--- src/sv/sgfd_pkg.sv ---
// Shared types and default constants for the sign-magnitude fraction divider.
// No dependencies; every other file of the block uses this package.
package sgfd_pkg;

   // Default operand word width and number of fraction bits.
   localparam int WORD_BITS_DEFAULT      = 32;
   localparam int FRACTION_WIDTH_DEFAULT = 17;

   // Control bits that travel alongside each request down the pipeline.
   typedef struct packed {
      logic valid;
      logic negative;
      logic divide_by_zero;
   } sgfd_ctrl_type;

endpackage

--- src/sv/sgfd_step.sv ---
// One restoring division step with its pipeline register: shifts in the next
// dividend bit, tries the subtraction and records one quotient bit.
// Depends on sgfd_pkg.
module sgfd_step #(
   parameter int WORD_BITS      = sgfd_pkg::WORD_BITS_DEFAULT,
   parameter int FRACTION_WIDTH = sgfd_pkg::FRACTION_WIDTH_DEFAULT
) (
   input  logic                                clock,
   input  logic                                reset,
   input  sgfd_pkg::sgfd_ctrl_type             ctrl_i,
   input  logic [WORD_BITS-2:0]                remainder_i,
   input  logic [WORD_BITS+FRACTION_WIDTH-2:0] quotient_i,
   input  logic [WORD_BITS-2:0]                divisor_i,
   output sgfd_pkg::sgfd_ctrl_type             ctrl_o,
   output logic [WORD_BITS-2:0]                remainder_o,
   output logic [WORD_BITS+FRACTION_WIDTH-2:0] quotient_o,
   output logic [WORD_BITS-2:0]                divisor_o
);
   import sgfd_pkg::*;

   localparam int MagBits = WORD_BITS - 1;
   localparam int QuoBits = MagBits + FRACTION_WIDTH;

   logic [MagBits:0]   shifted;
   logic [MagBits+1:0] difference;
   logic               borrow;

   sgfd_ctrl_type      ctrl_ff;
   logic [MagBits-1:0] remainder_ff, remainder_in;
   logic [QuoBits-1:0] quotient_ff, quotient_in;
   logic [MagBits-1:0] divisor_ff;

   // Trial subtraction; keep the shifted remainder when it borrows.
   always_comb begin
      shifted      = {remainder_i, quotient_i[QuoBits-1]};
      difference   = {1'b0, shifted} - {2'b00, divisor_i};
      borrow       = difference[MagBits+1];
      remainder_in = borrow ? shifted[MagBits-1:0] : difference[MagBits-1:0];
      quotient_in  = {quotient_i[QuoBits-2:0], ~borrow};
   end

   // Control register is cleared by reset.
   always_ff @(posedge clock) begin
      if (reset) begin
         ctrl_ff <= '0;
      end else begin
         ctrl_ff <= ctrl_i;
      end
   end

   // Payload registers.
   always_ff @(posedge clock) begin
      remainder_ff <= remainder_in;
      quotient_ff  <= quotient_in;
      divisor_ff   <= divisor_i;
   end

   assign ctrl_o      = ctrl_ff;
   assign remainder_o = remainder_ff;
   assign quotient_o  = quotient_ff;
   assign divisor_o   = divisor_ff;

endmodule

--- config.mk ---
export PLATFORM = sky130hd
export DESIGN_NAME = sgfd_step
export DESIGN_NICKNAME = d
export VERILOG_FILES = /design/src/sv/sgfd_pkg.sv /design/src/sv/sgfd_step.sv
export SDC_FILE = /design/constraint.sdc
export NUM_CORES = 1
export LEC_CHECK = 0
export BUFFER_PORTS_ARGS = -buffer_cell sky130_fd_sc_hd__buf_2
export CORE_MARGIN = 2
export CORE_UTILIZATION = 35
export DETAILED_ROUTE_END_ITERATION = 12
export GPL_ROUTABILITY_DRIVEN = 0
export GPL_TIMING_DRIVEN = 0
export PLACE_DENSITY = 0.71
export SLEW_MARGIN = 20
export SYNTH_ARGS = -nofsm -noshare
export SYNTH_HDL_FRONTEND = slang
export SYNTH_SLANG_ARGS = --single-unit
export TNS_END_PERCENT = 50
--- constraint.sdc ---
create_clock -name clock -period 3.5 [get_ports clock]
set_input_delay 0.175 -clock clock [delete_from_list [all_inputs] [get_ports clock]]
set_output_delay 0.175 -clock clock [all_outputs]
set_load 0.005 [all_outputs]
* After elaboration in Yosys (flattened, before gate mapping)
Cells that the tools add are included. W data, S select, Z words.
Word-level totals: register bits 113, input port bits 115, output and inout bits 113, logic and storage cells 9
Operators by class: bitwise operators 1, multiplexer cells 1, add/sub/neg operators 1
Operators with widths (number):
- $sub A32 B31 Y33 | 1
- $mux W31 | 1
- $not A1 Y1 | 1

* Depth between registers and ports, before layout
word-level depth 2, mapped depth 12, gate-level depth less buffers 11

* Least setup slack after synthesis
No wires, ideal clock.
path kind input-to-reg, start input port quotient_i[47], end register remainder_ff[10] (netlist: remainder_o[10]), data arrival time 2580 ps, setup slack 799 ps, stages 11, path buffers 1, required time 3379 ps, library setup time 121 ps, cells stage by stage inv_1 ha_1 fa_1 nand2b_1 a21oi_2 o2111ai_1 a21o_1 a211o_1 a31oi_4 buf_2 mux2_2
On the way: longest elaborated chain between the ends 2
Ends and longest elaborated chain:
- start, declared | line sgfd_step.sv:12 | input logic [WORD_BITS+FRACTION_WIDTH-2:0] quotient_i,
- $sub A32 B31 Y33 | line sgfd_step.sv:36 | difference = {1'b0, shifted} - {2'b00, divisor_i};
- $mux W31 | line sgfd_step.sv:38 | remainder_in = borrow ? shifted[MagBits-1:0] : difference[MagBits-1:0];
- named net remainder_in[10] | line sgfd_step.sv:29 | logic [MagBits-1:0] remainder_ff, remainder_in;
- end signal, assigned | line sgfd_step.sv:53 | remainder_ff <= remainder_in;
- end, declared | line sgfd_step.sv:29
The timed path passes the listed nets, and every way through them passes these cells. A chain may end at the register's enable or synchronous reset.

* Worst setup path after layout
start input port divisor_i[1], end register remainder_ff[17] (netlist: remainder_o[17])
On the way: longest elaborated chain between the ends 2
Ends and longest elaborated chain:
- start, declared | line sgfd_step.sv:13 | input logic [WORD_BITS-2:0] divisor_i,
- $sub A32 B31 Y33 | line sgfd_step.sv:36
- $mux W31 | line sgfd_step.sv:38
- named net remainder_in[17] | line sgfd_step.sv:29
The timed path passes the listed nets, and every way through them passes these cells.

==> run metrics <==
grt ovf 0; crit start category input pin; DRC Markers 0; Hold EP remainder_o[23]; Worst Hold Class input pin to register; PD cells 543 nW/µm²; Worst-Margin Slew 571 ps; FP Rows 40; CTS tree done; final hold viol count 0; RSZ-0062 raised after global routing no; Via-to-Cell Ratio 4.70; layout cells sized above 1 37.5%; Gate power share 18.8%; NetSw 0.00101 W; # nets final 886; Worst Hold Launch remainder_i[22]; port bufs 227; sequential power share 38.1%; clock sink count 113; register area share after synthesis 52.9%; clk slew on worst S/H paths 60 ps; Ports 228; max_cap viols 0; root buffer cell clkbuf_16; P&R area growth vs syn 63.6%; Starting Density 35.8%; First DRT Iteration DRCs 162; Leak 3.53 nW; diodes inserted 0; Yosys reg bits 113; Post-Route WL 13400 µm; initial antenna violation count 0; status finished clean; Arr. time, crit path 3600 ps; Synth Flop Type dfxtp_1; Die Area 13100 µm²; count of pins over their slew limit 0; post-DR wirelength/cell 14.9 µm; largest net degree at the start of global routing 17; PostCTS Resize Cnt 0; first-pass GRT wire length 20300 µm; maximum VDD drop 0.264 mV; crit-path max FO 10; Core Area 12000 µm²; crit path kind input pin to register; achievable frequency 301 MHz; Unique masters post-synth 49; Critical Path Sink Type register; most frequent cells in the layout 231 x buf_2, 113 x dfxtp_1, 83 x dlygate4sd3_1; Syn Nets 557; overall power 0.00380 W; Post-synth ARST share 0%; Post-Synthesis Cells 410; fin crit period 3320 ps; most common cell after layout, fill and taps aside buf_2; worst hold stages 2; Post-synth EDFFs 0; DP Wirelength 9350 µm; Setup TNS Final 0 ps; number of global-route vias before repair 4221; Yosys warning count 0; mapped cell area 4280 µm²; First-pass DRT Iterations 4; GRT Total Usage 20.3%; Worst EP required 3780 ps; total number of vias 4227; internal power 0.00279 W; die width 115 µm; clock network power share 43.1%; CTS buffer count 17; clock buffer depth 2; Final ANT Viol Nets 0; Final setup viols 0; Slew HR 61.9%; DIE HEIGHT 115 µm; htree depth 4; period utilization 95.0%; Avg Inst Size Synth 10.4 µm²; switching share of total power 26.5%; utilization after layout 58.5%
[worst max-delay path, stage by stage]
cell,delay [ps]
dlygate4sd3_1,530
buf_2,150
fa_1,420
nand2b_1,190
a21oi_2,200
o2111ai_1,250
a21o_1,270
a211o_1,340
a31oi_4,280
buf_2,320
buf_2,330
a21oi_1,130
[stage by stage]
step | worst slack (ps) | instances | hold slack (ps) | area (µm²)
after floorplan | 799 | 410 | 203 | 4280
after global placement | 142 | 784 | 277 | 5600
after detailed placement | 95.3 | 784 | 279 | 5600
after CTS | 173 | 899 | 0.293 | 7000
after global routing | 21.0 | 899 | 3.23 | 7000
final | 177 | 899 | 15.3 | 7000
[sequential cells by signal, indices dropped and copies added (netlist names)]
signal       count
divisor_o       31
remainder_o     31
quotient_o      48
ctrl_o           3
[cells in the mapped netlist, drive strengths merged, types with 2 or more instances]
cell type	count	area, µm²
o21ai	11	55.1
inv	36	135
o211a	2	20.0
and2	2	12.5
ha	31	388
nand3	6	30.0
nor3	2	10.0
a21boi	2	15.0
nand2b	3	18.8
a311oi	2	17.5
buf	4	20.0
o21a	6	45.0
nand4	2	12.5
a21o	17	128
xnor2	12	105
nor2b	6	37.5
nor2	28	105
o211ai	3	22.5
xor2	11	96.3
clkbuf	3	11.3
mux2	12	135
dfxtp	113	2260
a31oi	7	58.8
and3	7	43.8
o2111ai	3	26.3
or3	2	12.5
or2	4	25.0
a21oi	37	189
nand2	15	56.3
a211oi	5	37.5
[power by group through the flow]
stage               clock network (W)  registers (W)  logic (W)
finish                        0.00164        0.00145   0.000714
global route                  0.00173        0.00146   0.000787
CTS                           0.00167        0.00145   0.000714
detailed placement                  0        0.00147   0.000638
global placement                    0        0.00147   0.000626
floorplan                           0        0.00150   0.000331
[logic make-up (layout without fill, tap and decap cells)]
kind of cell             Yosys count  after routing  synth area share, %
AO/OA/AOI/OAI                    106            106                 16.6
multiplexers                      12             12                 3.16
adder cells (fa/ha/maj)           32             32                 9.53
XOR/XNOR                          23             23                 4.71
buffers and inverters             43            385                 3.89
AND/OR/NAND/NOR                   81             81                 9.27
flip-flops                       113            113                 52.9
[timing repair]
action                                  CTS  global route
endpoints found under the hold margin    83             0
setup buffers                             0             0
hold buffers                             83             0
endpoints found under the setup margin    0             0
[metal layers]
layer  up-vias  track usage, %  wire length [µm]
met4         0            9.59               352
met5         -               0                 0
met1      1931            21.2              5200
met2       171            37.4              6920
met3        26            5.61               955
li1       2099               -                 -
[layout make-up]
cell class                      instances  area, µm²
Buffer                                  7       31.3
Clock buffer                           18        439
Clock inverter                         14        131
Fill cell                             994       4960
Inverter                               36        135
Multi-Input combinational cell        254       1850
Sequential cell                       113       2260
Tap cell                              147        184
Timing Repair Buffer                  310       1970
[worst max-delay path by stage]
stage,from,to,cells past startpoint
2_1_floorplan,quotient_i[47],remainder_o[10],11
3_3_place_gp,quotient_i[47],remainder_o[17],13
3_5_place_dp,quotient_i[47],remainder_o[20],13
4_1_cts,divisor_i[1],remainder_o[20],12
5_1_grt,divisor_i[1],remainder_o[17],12
6_report,divisor_i[1],remainder_o[17],12
Power figures use the tool's default switching activity.
