<file path="src/sv/sgfd_pkg.sv">
// Shared types and default constants for the sign-magnitude fraction divider.
// No dependencies; every other file of the block uses this package.
package sgfd_pkg;

   // Default operand word width and number of fraction bits.
   localparam int WORD_BITS_DEFAULT      = 32;
   localparam int FRACTION_WIDTH_DEFAULT = 17;

   // Control bits that travel alongside each request down the pipeline.
   typedef struct packed {
      logic valid;
      logic negative;
      logic divide_by_zero;
   } sgfd_ctrl_type;

endpackage

</file>
<file path="src/sv/sgfd_operand.sv">
// Input stage: splits both operands into sign and magnitude and loads the
// first division stage. Depends on sgfd_pkg.
module sgfd_operand #(
   parameter int WORD_BITS      = sgfd_pkg::WORD_BITS_DEFAULT,
   parameter int FRACTION_WIDTH = sgfd_pkg::FRACTION_WIDTH_DEFAULT
) (
   input  logic                                     clock,
   input  logic                                     reset,
   input  logic                                     load,
   input  logic signed [WORD_BITS-1:0]              dividend,
   input  logic signed [WORD_BITS-1:0]              divisor,
   output sgfd_pkg::sgfd_ctrl_type                  ctrl,
   output logic [WORD_BITS-2:0]                     remainder,
   output logic [WORD_BITS+FRACTION_WIDTH-2:0]      quotient,
   output logic [WORD_BITS-2:0]                     divisor_mag
);
   import sgfd_pkg::*;

   localparam int MagBits = WORD_BITS - 1;
   localparam int QuoBits = MagBits + FRACTION_WIDTH;

   logic                 dividend_sign;
   logic                 divisor_sign;
   logic [MagBits-1:0]   dividend_mag;
   logic [MagBits-1:0]   divisor_mag_w;
   logic [WORD_BITS-1:0] dividend_neg;
   logic [WORD_BITS-1:0] divisor_neg;
   logic                 dividend_min;
   logic                 divisor_min;

   sgfd_ctrl_type        ctrl_ff, ctrl_in;
   logic [MagBits-1:0]   remainder_ff;
   logic [QuoBits-1:0]   quotient_ff;
   logic [MagBits-1:0]   divisor_ff;

   // Sign and magnitude of each operand; the most negative word saturates.
   always_comb begin
      dividend_sign = dividend[WORD_BITS-1];
      divisor_sign  = divisor[WORD_BITS-1];
      dividend_neg  = ~dividend + {{(WORD_BITS-1){1'b0}}, 1'b1};
      divisor_neg   = ~divisor + {{(WORD_BITS-1){1'b0}}, 1'b1};
      dividend_min  = dividend_sign && (dividend[MagBits-1:0] == '0);
      divisor_min   = divisor_sign && (divisor[MagBits-1:0] == '0);
      if (!dividend_sign) begin
         dividend_mag = dividend[MagBits-1:0];
      end else if (dividend_min) begin
         dividend_mag = '1;
      end else begin
         dividend_mag = dividend_neg[MagBits-1:0];
      end
      if (!divisor_sign) begin
         divisor_mag_w = divisor[MagBits-1:0];
      end else if (divisor_min) begin
         divisor_mag_w = '1;
      end else begin
         divisor_mag_w = divisor_neg[MagBits-1:0];
      end
      ctrl_in.valid          = load;
      ctrl_in.negative       = dividend_sign ^ divisor_sign;
      ctrl_in.divide_by_zero = (divisor_mag_w == '0);
   end

   // Control register is cleared by reset.
   always_ff @(posedge clock) begin
      if (reset) begin
         ctrl_ff <= '0;
      end else begin
         ctrl_ff <= ctrl_in;
      end
   end

   // Payload registers; the dividend is padded with zero fraction bits.
   always_ff @(posedge clock) begin
      remainder_ff <= '0;
      quotient_ff  <= {dividend_mag, {FRACTION_WIDTH{1'b0}}};
      divisor_ff   <= divisor_mag_w;
   end

   assign ctrl        = ctrl_ff;
   assign remainder   = remainder_ff;
   assign quotient    = quotient_ff;
   assign divisor_mag = divisor_ff;

endmodule

</file>
<file path="config.mk">
export PLATFORM = sky130hd
export DESIGN_NAME = sgfd_operand
export DESIGN_NICKNAME = d
export VERILOG_FILES = /design/src/sv/sgfd_pkg.sv /design/src/sv/sgfd_operand.sv
export SDC_FILE = /design/constraint.sdc
export NUM_CORES = 1
export LEC_CHECK = 0
export ABC_AREA = 1
export BUFFER_PORTS_ARGS = -buffer_cell sky130_fd_sc_hd__buf_2
export CELL_PAD_IN_SITES_DETAIL_PLACEMENT = 1
export CELL_PAD_IN_SITES_GLOBAL_PLACEMENT = 2
export CORE_ASPECT_RATIO = 1.25
export CORE_MARGIN = 8
export CORE_UTILIZATION = 24
export DETAILED_ROUTE_END_ITERATION = 7
export PLACE_DENSITY = 0.79
export SLEW_MARGIN = 20
export SYNTH_ARGS = -nofsm -noshare
export SYNTH_HDL_FRONTEND = slang
export SYNTH_SLANG_ARGS = --single-unit
</file>
<file path="constraint.sdc">
create_clock -name clock -period 2.35 [get_ports clock]
set_input_delay 0.47 -clock clock [delete_from_list [all_inputs] [get_ports clock]]
set_output_delay 0.47 -clock clock [all_outputs]
set_load 0.02 [all_outputs]
</file>
Yosys cells after proc, flatten, opt, wreduce, memory -nomap -nowiden
Cells that the tools add are included.
W data, S select, Z words.

word-level totals
  register bits = 65
  input bits = 67
  output and inout bits = 113
  logic and storage cells = 19

operators by class
  $add $sub $neg = 2
  mux-type cells = 4
  bitwise operators = 3
  reductions and logical operators = 5

operators by type and width
  operator                 count
  $mux W31                 4
  $logic_not A31 Y1        3
  $add A31 B1 Y31 const B  2
  $not A31 Y31             2
  $logic_and A1 B1 Y1      2
  $xor A1 B1 Y1            1

Logic depth before layout (Yosys ltp)
  word-level depth = 5
  depth in mapped cells = 15
  gate-level depth less buffers = 15

Worst setup path after synthesis
No wires, ideal clock.

  path type = input port to flip-flop
  start = input port dividend[0]
  end = register quotient_ff[18] (netlist: quotient[18])
  setup time = 0.075 ns
  arrival time = 1.739 ns
  slack = 0.536 ns
  cell stages on the path = 11
  path buffers = 1
  path through = inv_1 ha_1 nand2_1 nor2_2 nand2_2 nor3_4 nand3_2 nor2_4 nand2_2 buf_6 a22oi_4

between the ends
  longest elaborated chain between the ends = 4

ends and longest elaborated chain
  what                                                    RTL line                                source
  start: declaration                                      sgfd_operand.sv:10                      input logic signed [WORD_BITS-1:0] dividend,
  $not A31 Y31 or $logic_not A31 Y1 (tied branches)       sgfd_operand.sv:40, sgfd_operand.sv:42
  $add A31 B1 Y31 or $logic_and A1 B1 Y1 (tied branches)  sgfd_operand.sv:40, sgfd_operand.sv:42
  $mux W31 *                                              sgfd_operand.sv:46                      end else if (dividend_min) begin
  $mux W31 *                                              sgfd_operand.sv:44                      if (!dividend_sign) begin
  via dividend_mag[1]                                     sgfd_operand.sv:24                      logic [MagBits-1:0] dividend_mag;
  end signal: assignment                                  sgfd_operand.sv:75                      quotient_ff <= {dividend_mag, {FRACTION_WIDTH{1'b0}}};
  end: declaration                                        sgfd_operand.sv:33                      logic [QuoBits-1:0] quotient_ff;

The timed path passes the listed nets; every way through them passes the cells marked *.
A chain may end at the register's enable or synchronous reset.

Final worst setup path
  start = input port divisor[0]
  end = register ctrl_ff, in the netlist ctrl[0]

between the ends
  longest elaborated chain between the ends = 5

ends and longest elaborated chain
  what                                                    RTL line                                source
  start: declaration                                      sgfd_operand.sv:11                      input logic signed [WORD_BITS-1:0] divisor,
  $not A31 Y31 or $logic_not A31 Y1 (tied branches)       sgfd_operand.sv:41, sgfd_operand.sv:43
  $add A31 B1 Y31 or $logic_and A1 B1 Y1 (tied branches)  sgfd_operand.sv:41, sgfd_operand.sv:43
  $mux W31                                                sgfd_operand.sv:53                      end else if (divisor_min) begin
  $mux W31 *                                              sgfd_operand.sv:51                      if (!divisor_sign) begin
  $logic_not A31 Y1 *                                     sgfd_operand.sv:60                      ctrl_in.divide_by_zero = (divisor_mag_w == '0);
  end signal: assignment                                  sgfd_operand.sv:68                      ctrl_ff <= ctrl_in;
  end: declaration                                        sgfd_operand.sv:31                      sgfd_ctrl_type ctrl_ff, ctrl_in;

Mark *: on every way between the ends. The rest lies on a longest branch, timed or not.

==> results.md <==
* Status: complete, no violations
* Total number of H-tree levels at 3
* Part of the Yosys area used for sequential elements at 0.330
* Area of placed instances at 0.00472 mm^2
* First-iteration detailed-routing DRC count at 194
* Commonest non-fill, non-tap cell in the layout: nand2_1
* Initial antenna violation count at 0
* Number of port buffers at 131
* First-pass GRT wire length at 23.2 mm
* Fillers at 2,169
* Final cell count without fillers at 965
* Async S/R FF share, synth at 0
* Vias in the first global route at 4,644
* Num rows at 52
* Drt wl/cell at ~15 um
* Final setup fails at 0
* DRC Markers at 0
* Fin crit share at 0.860
* Hold_ws at 0.308 ns
* Max cap viols at 0
* P_leak at roughly 2.7 nW
* Post-route cell area at 0.00508 mm^2
* Tmin final at 2.02 ns
* # diodes at 0
* Unique masters post-synth at 41
* Total clock sinks at 65
* CP peak stage delay at 0.26 ns
* Die area at between 0.02 and 0.025 mm^2
* Total GRT Usage at 0.141
* Multi-input gate area at 0.00214 mm^2
* Sequential standard cell area at 0.00130 mm^2
* P&R area growth vs syn at 29.0%
* Worst-path clk slew at 0.06 ns
* Crit path launch type: input pin
* Vias/cell at 4.37
* Fin. max-slew vios at 0
* Synthesized netlist cell count at 601
* Die Span Y at between 150 and 200 um
* Total wire length at 14.6 mm
* Initial Util at 0.244
* Syn Std Cell Area at 0.00394 mm^2
* Setup bufs post-CTS at 0
* CTS Hold Buffers Added at 0
* Critical path peak fanout at 14
* Hold Path Stages at 2
* Root Driver: clkbuf_16
* Antenna Violating Nets Remaining at 0
* Hold Path Class: input pin to register
* Placed instance count at 949
* CTS tree: yes
* Share of cells above drive strength 1 at 0.263
* EDFF count, synth at 0
* Core ar. at 0.0161 mm^2
* Clock Tree Buf Depth at 2
* CTS resizes at 0
* Die X at 131 um
* Unrepaired setup endpoints after global routing: no
* Power per cell area at ~700 mW/mm^2
* WP data required at between 2 and 3 ns
* CP Class: input pin to register
* Drt pass-1 iters at 4
* CP Capture Type: register
* Post-layout nets at 813
* VDD IR max at 0.000312 V
* Synth warn at 0
* CTS buffer count at 9
* Final Hold Viols at 0
* Syn Area/Cell at 6.55 um^2
* Vias at 4,221
* GP Congestion at approximately 0.86
* Yosys reg bits at 65
* Primary FF master, synth: dfxtp_1
* Final HPWL DP at 12.4 mm
* Hold endpoint: ctrl[2]
* Bufs and invs on worst path at 3
* Largest net degree at the start of global routing at 26
* Hold_sp: reset
* Grt ovf at 0
* Max stage delay cell, worst path: nor2_1
* Crit path DAT at 2.27 ns
* I/O pins at 180
* Most frequent cells in the layout: nand2_1, buf_2, nor2_1, nand3_1, dfxtp_1
* Peak Freq at just under 500 MHz
* CP delay by family, top: simple AND/OR/NAND/NOR gates
* Worst-path cell chain: buf_2 -> inv_1 -> ha_1 -> nand3_1 -> nor2_2 -> nand4_2 -> buf_4 -> nand2_1 -> nor2_1 -> nand3_1 -> nor2_1 -> nand3_1 -> nor2_1
## synth_stat cells (2+ instances only)
master	number	area, um^2
nor3_1	5	25.0
nand2_1	145	544
a31oi_1	2	12.5
nand4_2	2	25.0
o21ai_0	17	85.1
or2_2	11	68.8
nand2_2	4	25.0
nand3b_1	11	82.6
inv_1	55	206
buf_2	4	20.0
clkbuf_1	2	7.51
nor2_1	90	338
dfxtp_1	65	1300
inv_2	3	11.3
buf_4	52	390
o21ai_1	2	10.0
buf_6	3	33.8
nor2_2	8	50.1
ha_1	2	25.0
nor4_1	4	25.0
nand3_1	74	370
or2_1	2	12.5
xor2_1	4	35.0
nand4_1	3	18.8
a21oi_1	15	75.1
## routing by layer
layer	global-route usage	part of all wire	vias to the layer above
met5	0	0	-
met1	0.146	0.38	1962
li1	-	-	2100
met4	0.0555	0.024	0
met3	0.0318	0.064	22
met2	0.263	0.53	137
## flip-flops by register name, summed over array words and instances, names as in the netlist
| name | flops |
|---|---|
| divisor_mag | 31 |
| quotient | 31 |
| ctrl | 3 |
## cells by family after synthesis
kind of cell,count (synthesis),share of synthesized area
simple gates,365,0.418
buf+inv,121,0.172
flops,65,0.330
other cells,1,0.000952
compound gates,42,0.0616
fa+ha+maj,2,0.00635
xor+xnor,5,0.0111
## report_power, final
group          total (W)  switching (W)  internal (W)
registers        0.00122      0.0000258       0.00120
logic           0.000710       0.000491      0.000219
clock network    0.00163       0.000502       0.00112
## stage by stage
step	setup TNS, ns	total power [W]	setup WS [ns]	utilization
final	0	0.00356	0.329	0.315
after global routing	0	0.00373	0.179	0.315
after CTS	0	0.00361	0.345	0.315
after detailed placement	-0.00350	0.00196	-0.00350	0.292
after global placement	0	0.00195	0.0249	0.292
after floorplan	0	0.00173	0.536	-
## cell type report
| class | instances | area share |
|---|---|---|
| inverters | 59 | 0.0436 |
| flip-flops and latches | 65 | 0.256 |
| repair buffers | 147 | 0.155 |
| well taps | 216 | 0.0532 |
| multi-input cells | 462 | 0.420 |
| clock inverters | 4 | 0.0192 |
| clock buffers | 12 | 0.0524 |
## worst max-delay path by stage
| stage | cells past startpoint | from | end | slack [ns] |
|---|---|---|---|---|
| finish | 13 | divisor[0] | ctrl[0] | 0.33 |
| global route | 13 | divisor[0] | ctrl[0] | 0.18 |
| CTS | 13 | divisor[0] | ctrl[0] | 0.35 |
| detailed placement | 13 | divisor[0] | ctrl[0] | -0.003 |
| global placement | 13 | divisor[0] | ctrl[0] | 0.02 |
| floorplan | 11 | dividend[0] | quotient[18] | 0.54 |
Note: power is estimated with default switching activity, not from simulation.
